## src/sv/jasm_pkg.sv

```systemverilog
package jasm_pkg;

    // Normalised travel is a Q1.16 value from 0 up to exactly 1.0.
    localparam int NORM_FRAC = 16;
    localparam int NORM_W    = NORM_FRAC + 1;
    localparam int DIV_CNT_W = $clog2(NORM_FRAC);

    localparam logic [NORM_W-1:0] NORM_ONE = {1'b1, {NORM_FRAC{1'b0}}};

    typedef logic [1:0] t_cmd;
    localparam t_cmd CMD_STOP   = 2'd0;
    localparam t_cmd CMD_FWD    = 2'd1;
    localparam t_cmd CMD_BACK   = 2'd2;
    localparam t_cmd CMD_UPDATE = 2'd3;

    typedef logic [1:0] t_dir;
    localparam t_dir DIR_STOP = 2'd0;
    localparam t_dir DIR_FWD  = 2'd1;
    localparam t_dir DIR_BACK = 2'd2;

    typedef logic [2:0] t_cfg_idx;
    localparam t_cfg_idx CFG_DEADZONE   = 3'd0;
    localparam t_cfg_idx CFG_MAX_SPEED  = 3'd1;
    localparam t_cfg_idx CFG_MIN_SPEED  = 3'd2;
    localparam t_cfg_idx CFG_HYSTERESIS = 3'd3;
    localparam t_cfg_idx CFG_EXPONENT   = 3'd4;

    typedef logic [1:0] t_exp;

    localparam int   RST_DEADZONE   = 8192;
    localparam int   RST_MAX_SPEED  = 16000;
    localparam int   RST_MIN_SPEED  = 250;
    localparam int   RST_HYSTERESIS = 300;
    localparam t_exp RST_EXPONENT   = 2'd2;

    typedef struct packed {
        logic load;
        logic div_init;
        logic div_step;
        logic norm_load;
        logic mul_pow;
        logic mul_scale;
        logic clamp;
        logic decide;
    } t_ctrl_cmd;

    typedef struct packed {
        logic in_dz;
        logic div_done;
        logic pow_more;
        logic out_full;
    } t_dp_status;

endpackage

```

## src/sv/jasm_cfg.sv

```systemverilog
module jasm_cfg #(
    parameter int AXIS_BITS  = 16,
    parameter int SPEED_BITS = 16,
    localparam int DZ_W  = AXIS_BITS - 1,
    localparam int CFG_W = (SPEED_BITS > DZ_W) ? SPEED_BITS : DZ_W
) (
    input  logic                 i_clk,
    input  logic                 i_rst_n,
    input  logic                 i_cfg_we,
    input  jasm_pkg::t_cfg_idx   i_cfg_index,
    input  logic [CFG_W-1:0]     i_cfg_wdata,
    output logic [DZ_W-1:0]      o_deadzone,
    output logic [SPEED_BITS-1:0] o_max_speed,
    output logic [SPEED_BITS-1:0] o_min_speed,
    output logic [SPEED_BITS-1:0] o_hysteresis,
    output jasm_pkg::t_exp       o_exponent
);
    import jasm_pkg::*;

    logic [DZ_W-1:0]       r_deadzone;
    logic [SPEED_BITS-1:0] r_max_speed;
    logic [SPEED_BITS-1:0] r_min_speed;
    logic [SPEED_BITS-1:0] r_hysteresis;
    t_exp                  r_exponent;

    always_ff @(posedge i_clk) begin
        if (!i_rst_n) begin
            r_deadzone   <= DZ_W'(RST_DEADZONE);
            r_max_speed  <= SPEED_BITS'(RST_MAX_SPEED);
            r_min_speed  <= SPEED_BITS'(RST_MIN_SPEED);
            r_hysteresis <= SPEED_BITS'(RST_HYSTERESIS);
            r_exponent   <= RST_EXPONENT;
        end else if (i_cfg_we) begin
            unique case (i_cfg_index)
                CFG_DEADZONE:   r_deadzone   <= i_cfg_wdata[DZ_W-1:0];
                CFG_MAX_SPEED:  r_max_speed  <= i_cfg_wdata[SPEED_BITS-1:0];
                CFG_MIN_SPEED:  r_min_speed  <= i_cfg_wdata[SPEED_BITS-1:0];
                CFG_HYSTERESIS: r_hysteresis <= i_cfg_wdata[SPEED_BITS-1:0];
                CFG_EXPONENT:   r_exponent   <= i_cfg_wdata[1:0];
                default: begin
                end
            endcase
        end
    end

    assign o_deadzone   = r_deadzone;
    assign o_max_speed  = r_max_speed;
    assign o_min_speed  = r_min_speed;
    assign o_hysteresis = r_hysteresis;
    assign o_exponent   = r_exponent;

endmodule

```

## src/sv/jasm_ctrl.sv

```systemverilog
module jasm_ctrl (
    input  logic                 i_clk,
    input  logic                 i_rst_n,
    input  logic                 i_in_valid,
    output logic                 o_in_stall,
    input  jasm_pkg::t_dp_status i_status,
    output jasm_pkg::t_ctrl_cmd  o_cmd
);
    import jasm_pkg::*;

    localparam logic [2:0] S_IDLE   = 3'd0;
    localparam logic [2:0] S_CHECK  = 3'd1;
    localparam logic [2:0] S_DIV    = 3'd2;
    localparam logic [2:0] S_NORM   = 3'd3;
    localparam logic [2:0] S_POW    = 3'd4;
    localparam logic [2:0] S_CLAMP  = 3'd5;
    localparam logic [2:0] S_DECIDE = 3'd6;

    logic [2:0] r_state;
    logic [2:0] n_state;

    always_comb begin
        n_state = r_state;
        o_cmd   = '0;
        unique case (r_state)
            S_IDLE: begin
                if (i_in_valid) begin
                    o_cmd.load = 1'b1;
                    n_state    = S_CHECK;
                end
            end
            S_CHECK: begin
                if (i_status.in_dz) begin
                    n_state = S_DECIDE;
                end else begin
                    o_cmd.div_init = 1'b1;
                    n_state        = S_DIV;
                end
            end
            S_DIV: begin
                o_cmd.div_step = 1'b1;
                if (i_status.div_done) begin
                    n_state = S_NORM;
                end
            end
            S_NORM: begin
                o_cmd.norm_load = 1'b1;
                n_state         = S_POW;
            end
            S_POW: begin
                // Further powers first, then the final scaling by the top speed.
                if (i_status.pow_more) begin
                    o_cmd.mul_pow = 1'b1;
                end else begin
                    o_cmd.mul_scale = 1'b1;
                    n_state         = S_CLAMP;
                end
            end
            S_CLAMP: begin
                o_cmd.clamp = 1'b1;
                n_state     = S_DECIDE;
            end
            S_DECIDE: begin
                if (!i_status.out_full) begin
                    o_cmd.decide = 1'b1;
                    n_state      = S_IDLE;
                end
            end
            default: n_state = S_IDLE;
        endcase
    end

    always_ff @(posedge i_clk) begin
        if (!i_rst_n) begin
            r_state <= S_IDLE;
        end else begin
            r_state <= n_state;
        end
    end

    assign o_in_stall = (r_state != S_IDLE);

endmodule

```

## src/sv/jasm_dp.sv

```systemverilog
module jasm_dp #(
    parameter int AXIS_BITS  = 16,
    parameter int SPEED_BITS = 16,
    localparam int DZ_W = AXIS_BITS - 1
) (
    input  logic                  i_clk,
    input  logic                  i_rst_n,
    input  jasm_pkg::t_ctrl_cmd   i_cmd,
    output jasm_pkg::t_dp_status  o_status,
    input  logic [AXIS_BITS-1:0]  i_axis_value,
    input  logic [DZ_W-1:0]       i_deadzone,
    input  logic [SPEED_BITS-1:0] i_max_speed,
    input  logic [SPEED_BITS-1:0] i_min_speed,
    input  logic [SPEED_BITS-1:0] i_hysteresis,
    input  jasm_pkg::t_exp        i_exponent,
    input  logic                  i_out_stall,
    output logic                  o_out_valid,
    output jasm_pkg::t_cmd        o_command,
    output logic [SPEED_BITS-1:0] o_speed_hz
);
    import jasm_pkg::*;

    localparam int MUL_B_W = (SPEED_BITS > NORM_W) ? SPEED_BITS : NORM_W;
    localparam int PROD_W  = NORM_W + MUL_B_W;
    localparam logic [AXIS_BITS-1:0] AXIS_FULL = {1'b1, {(AXIS_BITS-1){1'b0}}};

    logic [AXIS_BITS-1:0]  r_axis;
    logic [AXIS_BITS-1:0]  r_rem;
    logic [NORM_FRAC-1:0]  r_quo;
    logic [DIV_CNT_W-1:0]  r_div_cnt;
    logic                  r_sat;
    logic [NORM_W-1:0]     r_norm;
    logic [NORM_W-1:0]     r_p;
    t_exp                  r_pow_cnt;
    logic [SPEED_BITS-1:0] r_target;
    t_dir                  r_last_dir;
    logic [SPEED_BITS-1:0] r_last_speed;
    logic                  r_out_valid;
    t_cmd                  r_command;
    logic [SPEED_BITS-1:0] r_speed;

    logic                  w_neg;
    logic [AXIS_BITS-1:0]  w_mag;
    logic [AXIS_BITS-1:0]  w_dz;
    logic                  w_inside;
    logic [AXIS_BITS-1:0]  w_diff;
    logic [AXIS_BITS-1:0]  w_div;
    logic [AXIS_BITS:0]    w_rem_sh;
    logic [AXIS_BITS:0]    w_rem_sub;
    logic                  w_ge;
    logic [NORM_W-1:0]     w_norm;
    t_exp                  w_pow_init;
    logic [MUL_B_W-1:0]    w_mul_b;
    logic [PROD_W-1:0]     w_prod;
    t_dir                  w_dir;
    logic [SPEED_BITS-1:0] w_sdiff;
    logic                  w_upd;

    logic                  n_emit;
    t_cmd                  n_command;
    logic [SPEED_BITS-1:0] n_speed;
    t_dir                  n_last_dir;
    logic [SPEED_BITS-1:0] n_last_speed;

    assign w_neg    = r_axis[AXIS_BITS-1];
    assign w_mag    = w_neg ? AXIS_BITS'(~r_axis + 1'b1) : r_axis;
    assign w_dz     = {1'b0, i_deadzone};
    assign w_inside = (w_mag <= w_dz);
    assign w_diff   = w_mag - w_dz;
    assign w_div    = AXIS_FULL - w_dz;

    // Restoring divider, one quotient bit per cycle.
    assign w_rem_sh  = {r_rem, 1'b0};
    assign w_rem_sub = w_rem_sh - {1'b0, w_div};
    assign w_ge      = (w_rem_sh >= {1'b0, w_div});

    assign w_norm     = r_sat ? NORM_ONE : {1'b0, r_quo};
    assign w_pow_init = (i_exponent == 2'd0) ? 2'd0 : i_exponent - 2'd1;

    // One shared multiplier: powers of the fraction, then scaling by the top speed.
    assign w_mul_b = i_cmd.mul_pow ? MUL_B_W'(r_norm) : MUL_B_W'(i_max_speed);
    assign w_prod  = PROD_W'(r_p) * PROD_W'(w_mul_b);

    assign w_dir   = w_neg ? DIR_BACK : DIR_FWD;
    assign w_sdiff = (r_target > r_last_speed) ? (r_target - r_last_speed)
                                               : (r_last_speed - r_target);
    assign w_upd   = (w_sdiff > i_hysteresis);

    always_comb begin
        n_emit       = 1'b0;
        n_command    = CMD_STOP;
        n_speed      = '0;
        n_last_dir   = r_last_dir;
        n_last_speed = r_last_speed;
        if (w_inside) begin
            if (r_last_dir != DIR_STOP) begin
                n_emit       = 1'b1;
                n_last_dir   = DIR_STOP;
                n_last_speed = '0;
            end
        end else if (w_dir != r_last_dir) begin
            n_emit       = 1'b1;
            n_command    = w_neg ? CMD_BACK : CMD_FWD;
            n_speed      = r_target;
            n_last_dir   = w_dir;
            n_last_speed = r_target;
        end else if (w_upd) begin
            n_emit       = 1'b1;
            n_command    = CMD_UPDATE;
            n_speed      = r_target;
            n_last_speed = r_target;
        end
    end

    always_ff @(posedge i_clk) begin
        if (i_cmd.load) begin
            r_axis <= i_axis_value;
        end
        if (i_cmd.div_init) begin
            r_rem     <= w_diff;
            r_quo     <= '0;
            r_div_cnt <= '0;
            r_sat     <= (w_diff >= w_div);
        end
        if (i_cmd.div_step) begin
            r_rem     <= w_ge ? w_rem_sub[AXIS_BITS-1:0] : w_rem_sh[AXIS_BITS-1:0];
            r_quo     <= {r_quo[NORM_FRAC-2:0], w_ge};
            r_div_cnt <= r_div_cnt + 1'b1;
        end
        if (i_cmd.norm_load) begin
            r_norm    <= w_norm;
            r_p       <= w_norm;
            r_pow_cnt <= w_pow_init;
        end
        if (i_cmd.mul_pow) begin
            r_p       <= w_prod[NORM_FRAC +: NORM_W];
            r_pow_cnt <= r_pow_cnt - 2'd1;
        end
        if (i_cmd.mul_scale) begin
            r_target <= w_prod[NORM_FRAC +: SPEED_BITS];
        end
        if (i_cmd.clamp && (r_target < i_min_speed)) begin
            r_target <= i_min_speed;
        end
        if (i_cmd.decide && n_emit) begin
            r_command <= n_command;
            r_speed   <= n_speed;
        end
    end

    always_ff @(posedge i_clk) begin
        if (!i_rst_n) begin
            r_last_dir   <= DIR_STOP;
            r_last_speed <= '0;
            r_out_valid  <= 1'b0;
        end else begin
            if (r_out_valid && !i_out_stall) begin
                r_out_valid <= 1'b0;
            end
            if (i_cmd.decide) begin
                r_last_dir   <= n_last_dir;
                r_last_speed <= n_last_speed;
                if (n_emit) begin
                    r_out_valid <= 1'b1;
                end
            end
        end
    end

    assign o_status.in_dz    = w_inside;
    assign o_status.div_done = (r_div_cnt == DIV_CNT_W'(NORM_FRAC - 1));
    assign o_status.pow_more = (r_pow_cnt != 2'd0);
    assign o_status.out_full = r_out_valid;

    assign o_out_valid = r_out_valid;
    assign o_command   = r_command;
    assign o_speed_hz  = r_speed;

endmodule

```

## src/sv/joystick_axis_speed_mapper.sv

```systemverilog
// Joystick axis to stepper speed mapper.
// Input channel: i_in_valid / o_in_stall carry one signed axis sample per request
// (i_axis_value). Output channel: o_out_valid / i_out_stall carry zero or one
// command per sample (o_command, o_speed_hz). Registers are written through
// i_cfg_we / i_cfg_index / i_cfg_wdata; the user must write them only while the
// block is idle, which the block itself does not enforce. A sample inside the
// deadzone goes from the check straight to the decision. Outside it the restoring
// divider yields the normalised travel bit by bit, the shared multiplier raises it
// to the curve exponent and scales it by the top speed, and the result is clamped
// to the minimum speed. One sample is processed at a time.
// The result sits in an output register, so a stalled receiver only holds the
// block once the next result is ready to be written.
// Synchronous reset restores the register defaults, marks the axis as stopped at
// zero speed and drops any pending output request.
module joystick_axis_speed_mapper #(
    parameter int SPEED_BITS = 16,
    parameter int AXIS_BITS  = 16,
    localparam int DZ_W  = AXIS_BITS - 1,
    localparam int CFG_W = (SPEED_BITS > DZ_W) ? SPEED_BITS : DZ_W
) (
    input  logic                  i_clk,
    input  logic                  i_rst_n,
    input  logic                  i_in_valid,
    output logic                  o_in_stall,
    input  logic signed [AXIS_BITS-1:0] i_axis_value,
    output logic                  o_out_valid,
    input  logic                  i_out_stall,
    output jasm_pkg::t_cmd        o_command,
    output logic [SPEED_BITS-1:0] o_speed_hz,
    input  logic                  i_cfg_we,
    input  jasm_pkg::t_cfg_idx    i_cfg_index,
    input  logic [CFG_W-1:0]      i_cfg_wdata
);
    import jasm_pkg::*;

    t_ctrl_cmd             w_cmd;
    t_dp_status            w_status;
    logic [DZ_W-1:0]       w_deadzone;
    logic [SPEED_BITS-1:0] w_max_speed;
    logic [SPEED_BITS-1:0] w_min_speed;
    logic [SPEED_BITS-1:0] w_hysteresis;
    t_exp                  w_exponent;

    jasm_cfg #(
        .AXIS_BITS  (AXIS_BITS),
        .SPEED_BITS (SPEED_BITS)
    ) u_cfg (
        .i_clk        (i_clk),
        .i_rst_n      (i_rst_n),
        .i_cfg_we     (i_cfg_we),
        .i_cfg_index  (i_cfg_index),
        .i_cfg_wdata  (i_cfg_wdata),
        .o_deadzone   (w_deadzone),
        .o_max_speed  (w_max_speed),
        .o_min_speed  (w_min_speed),
        .o_hysteresis (w_hysteresis),
        .o_exponent   (w_exponent)
    );

    jasm_ctrl u_ctrl (
        .i_clk      (i_clk),
        .i_rst_n    (i_rst_n),
        .i_in_valid (i_in_valid),
        .o_in_stall (o_in_stall),
        .i_status   (w_status),
        .o_cmd      (w_cmd)
    );

    jasm_dp #(
        .AXIS_BITS  (AXIS_BITS),
        .SPEED_BITS (SPEED_BITS)
    ) u_dp (
        .i_clk        (i_clk),
        .i_rst_n      (i_rst_n),
        .i_cmd        (w_cmd),
        .o_status     (w_status),
        .i_axis_value (i_axis_value),
        .i_deadzone   (w_deadzone),
        .i_max_speed  (w_max_speed),
        .i_min_speed  (w_min_speed),
        .i_hysteresis (w_hysteresis),
        .i_exponent   (w_exponent),
        .i_out_stall  (i_out_stall),
        .o_out_valid  (o_out_valid),
        .o_command    (o_command),
        .o_speed_hz   (o_speed_hz)
    );

endmodule

```

## config.mk

```make
export PLATFORM = sky130hd
export DESIGN_NAME = joystick_axis_speed_mapper
export DESIGN_NICKNAME = d
export VERILOG_FILES = /design/src/sv/jasm_pkg.sv /design/src/sv/jasm_cfg.sv /design/src/sv/jasm_ctrl.sv /design/src/sv/jasm_dp.sv /design/src/sv/joystick_axis_speed_mapper.sv
export SDC_FILE = /design/constraint.sdc
export NUM_CORES = 1
export LEC_CHECK = 0
export ABC_AREA = 1
export BUFFER_PORTS_ARGS = -buffer_cell sky130_fd_sc_hd__buf_2
export CELL_PAD_IN_SITES_DETAIL_PLACEMENT = 1
export CELL_PAD_IN_SITES_GLOBAL_PLACEMENT = 1
export CORE_ASPECT_RATIO = 1.75
export CORE_MARGIN = 2
export CORE_UTILIZATION = 49
export DETAILED_ROUTE_END_ITERATION = 8
export PLACE_DENSITY = 0.82
export SYNTH_ARGS = -nofsm -noshare
export SYNTH_HDL_FRONTEND = slang
export SYNTH_HIERARCHICAL = 1
export SYNTH_SLANG_ARGS = --single-unit
```

## constraint.sdc

```tcl
create_clock -name i_clk -period 9.3 [get_ports i_clk]
set_input_delay 0.93 -clock i_clk [delete_from_list [all_inputs] [get_ports i_clk]]
set_output_delay 0.93 -clock i_clk [all_outputs]
set_load 0.05 [all_outputs]
```

==> summary.txt <==
Synth
  • Cells after Synth: 3071
  • EDFF count, synth: 123
  • Yosys cell types: 48
  • Flops & latches, synth: 210
  • Synthesized area: 23300 um2
  • Syn. warnings: 6
  • FFs w/ async S/R, synth: 0
  • Syn Nets: 3550
  • Syn_area_per_cell: 7.60 um2
  • Seq/Total Area, Yosys: 0.233
  • Post-synth top flop: edfxtp_1

Worst setup path
  • Crit end category: register
  • Startpoint kind of the worst setup timing path: register
  • Worst path most repeated cell: inv_1
  • Crit path DAT: 8190 ps
  • CP Data Required Time: 9650 ps
  • Slowest stage delay, CP: 1100 ps
  • CP max-delay cell: o21ai_1
  • Crit path max fanout: 42
  • Setup CP Type: reg -> reg

Global route
  • Largest net degree at the start of global routing: 72
  • Vias in the first global route: 23200
  • Initial antenna violation count: 0
  • GRT Util Overall: 0.340
  • First-pass GRT wire length: 127000 um
  • Total congestion overflow: 0

Finish
  • Filler Cells Inserted: 5944
  • Footprint of the multi-input gates: 15200 um2
  • Share of layout cells above drive strength 1: 0.0591
  • Nets: 3564
  • Register area: 5440 um2
  • Area grow syn2layout: 6.07%

Clock network
  • Post CTS Setup Buffer Count: 0
  • Max clock buf depth: 3
  • H-tree depth: 1
  • Post_cts resized: 0
  • Cts bufs inserted: 20
  • Clock Sink Count: 210
  • CTS tree: built
  • Worst-path clk slew: 70 ps
  • Root buf cell: clkbuf_16
  • # hold bufs at CTS: 0
  • Clk Latency, worst-skew pair: 520 ps

Floorplanning
  • Row cnt: 105
  • Initial Util: 0.498
  • Placeable Area: 46900 um2
  • Die height: 293 um
  • Die ar.: 49500 um2
  • DIE WIDTH: 169 um
  • Ports: 60

Drt
  • Antenna Nets Post-Route: 0
  • DRT iter0 DRCs: 774
  • Total vias in the final route: 20600
  • Pre-Repair DR Iteration Count: 5
  • Remaining DRCs: 0
  • DR WL/cell: 22.4 um
  • Via density: 5.58
  • Final WL: 82700 um

STA
  • Final Skew: 13.5 ps
  • Final hold slack: 472 ps
  • Max Slew Vio Count: 0
  • Setup violations, final: 0
  • RSZ-0062 raised after global routing: no
  • Min cycle time layout: 7840 ps
  • Slew margin rel.: 0.0785
  • Least-Margin Pin Slew: 1370 ps
  • TNS Setup: 0 ps
  • Max Fclk: 128 MHz
  • Hold Vio Cnt, Final: 0
  • Final period util: 0.843

Flow run
  • Max_cap viols: 0

Place
  • DP HPWL: 69100 um
  • RD Place Congestion: 0.948
  • I/O Buffers: 59

Worst hold path
  • Hold WC Path Type: reg -> reg

Outcome
  • Status: complete, no violations
==> cells in the mapped netlist, types with 2 or more instances <==
| cell | number | area [um2] |
|---|---|---|
| nand3_2 | 6 | 60.1 |
| o21ai_1 | 6 | 30.0 |
| xor2_1 | 65 | 569 |
| or2_2 | 35 | 219 |
| o21a_1 | 5 | 37.5 |
| o22ai_1 | 2 | 12.5 |
| o311ai_0 | 2 | 17.5 |
| nand3b_1 | 6 | 45.0 |
| nor2_2 | 6 | 37.5 |
| nand3_1 | 178 | 891 |
| xnor2_1 | 19 | 166 |
| nor4_1 | 10 | 62.6 |
| dfxtp_1 | 87 | 1740 |
| nand2_2 | 7 | 43.8 |
| a21boi_0 | 3 | 22.5 |
| clkbuf_1 | 45 | 169 |
| buf_6 | 4 | 45.0 |
| o21bai_1 | 23 | 173 |
| a31oi_1 | 4 | 25.0 |
| o21ai_0 | 95 | 475 |
| fa_1 | 224 | 4480 |
| nor2_1 | 347 | 1300 |
| a21o_1 | 8 | 60.1 |
| ha_1 | 215 | 2690 |
| nand2_4 | 2 | 22.5 |
| nor3_1 | 34 | 170 |
| buf_1 | 8 | 30.0 |
| buf_2 | 18 | 90.1 |
| inv_1 | 585 | 2200 |
| edfxtp_1 | 123 | 3690 |
| nand4_1 | 28 | 175 |
| nand2_1 | 691 | 2590 |
| clkinv_1 | 10 | 37.5 |
| a21oi_1 | 135 | 676 |
| inv_2 | 11 | 41.3 |
| nor2_4 | 5 | 56.3 |
| buf_4 | 8 | 60.1 |
==> cells in the final DEF, fill, tap and decap left out, types with 28 or more instances in the layout <==
cell,Yosys,final
inv_1,585,585
nor3_1,34,34
fa_1,224,224
nand2_1,691,691
nand3_1,178,178
dfxtp_1,87,87
nor2_1,347,347
or2_2,35,35
xor2_1,65,65
edfxtp_1,123,123
o21ai_0,95,95
buf_2,18,59
ha_1,215,215
a21oi_1,135,135
nand4_1,28,28
==> final timing paths <==
check / from / end / slack, ps / cells past startpoint
worst max-delay path: u_dp/r_pow_cnt[0]$_DFFE_PP_ / u_dp/r_target[5]$_DFFE_PP_ / 1460 / 28
worst min-delay path: u_cfg/o_hysteresis[2]$_SDFFE_PN1P_ / u_cfg/o_hysteresis[2]$_SDFFE_PN1P_ / 470 / 2
worst max register to register: u_dp/r_pow_cnt[0]$_DFFE_PP_ / u_dp/r_target[5]$_DFFE_PP_ / 1460 / 28
worst min register to register: u_cfg/o_hysteresis[2]$_SDFFE_PN1P_ / u_cfg/o_hysteresis[2]$_SDFFE_PN1P_ / 470 / 2
==> sequential cells by signal, indices dropped and copies added (netlist names), 16 cells and up <==
name                flops
u_dp/r_norm            17
u_dp/r_p               17
u_cfg/o_hysteresis     16
u_cfg/o_max_speed      16
u_cfg/o_min_speed      16
u_dp/o_speed_hz        16
u_dp/r_axis            16
u_dp/r_last_speed      16
u_dp/r_quo             16
u_dp/r_rem             16
u_dp/r_target          16
==> per-stage QoR <==
step / utilization / cell area, um2 / setup slack (ps) / instances
2_1_floorplan: - / 23300 / 2610 / 3071
3_3_place_gp: 0.514 / 24100 / 1700 / 3651
6_report: 0.528 / 24800 / 1460 / 3688
3_5_place_dp: 0.514 / 24100 / 1530 / 3651
5_1_grt: 0.528 / 24800 / 1070 / 3687
4_1_cts: 0.528 / 24800 / 1530 / 3687
==> cell type report <==
type                       count  area share
antenna                        1    0.000101
clock buffer                  28      0.0236
clock inverter                 8     0.00298
inverter                     606      0.0919
multi-input combinational   2170       0.615
sequential                   210       0.220
tap                          588      0.0297
timing repair buffer          77      0.0174
==> logic make-up (layout without fill, tap and decap cells) <==
logic type / after synthesis / in the layout / synth area share
and+or+nand+nor: 1357 / 1357 / 0.244
buffers and inverters: 691 / 719 / 0.115
adders and majority gates: 439 / 439 / 0.307
AOI/OAI and AO/OA: 290 / 290 / 0.0685
DFF: 210 / 210 / 0.233
xor gates and xnor gates: 84 / 84 / 0.0315
other: 0 / 1 / 0
==> critical path, delay by kind of cell, from the launching register on <==
| family | cells | cell delay, ps |
|---|---|---|
| AND/OR/NAND/NOR | 8 | 1220 |
| buffers and inverters | 9 | 710 |
| AO/OA/AOI/OAI | 2 | 1200 |
| adder cells (fa/ha/maj) | 8 | 3770 |
| XOR/XNOR | 1 | 360 |
| flip-flops | 1 | 390 |
==> layer usage <==
metal  vias up  routed length (um)  global-route usage
met5         -                   0                   0
met2       582               44200               0.651
met1     10100               26500               0.307
met3       349                3020              0.0423
li1       9548                   -                   -
met4         0                9010               0.300
Power is left out: the tool's default activity adds up to more than one toggle a clock period on the data nets, which glitch-free logic cannot reach.
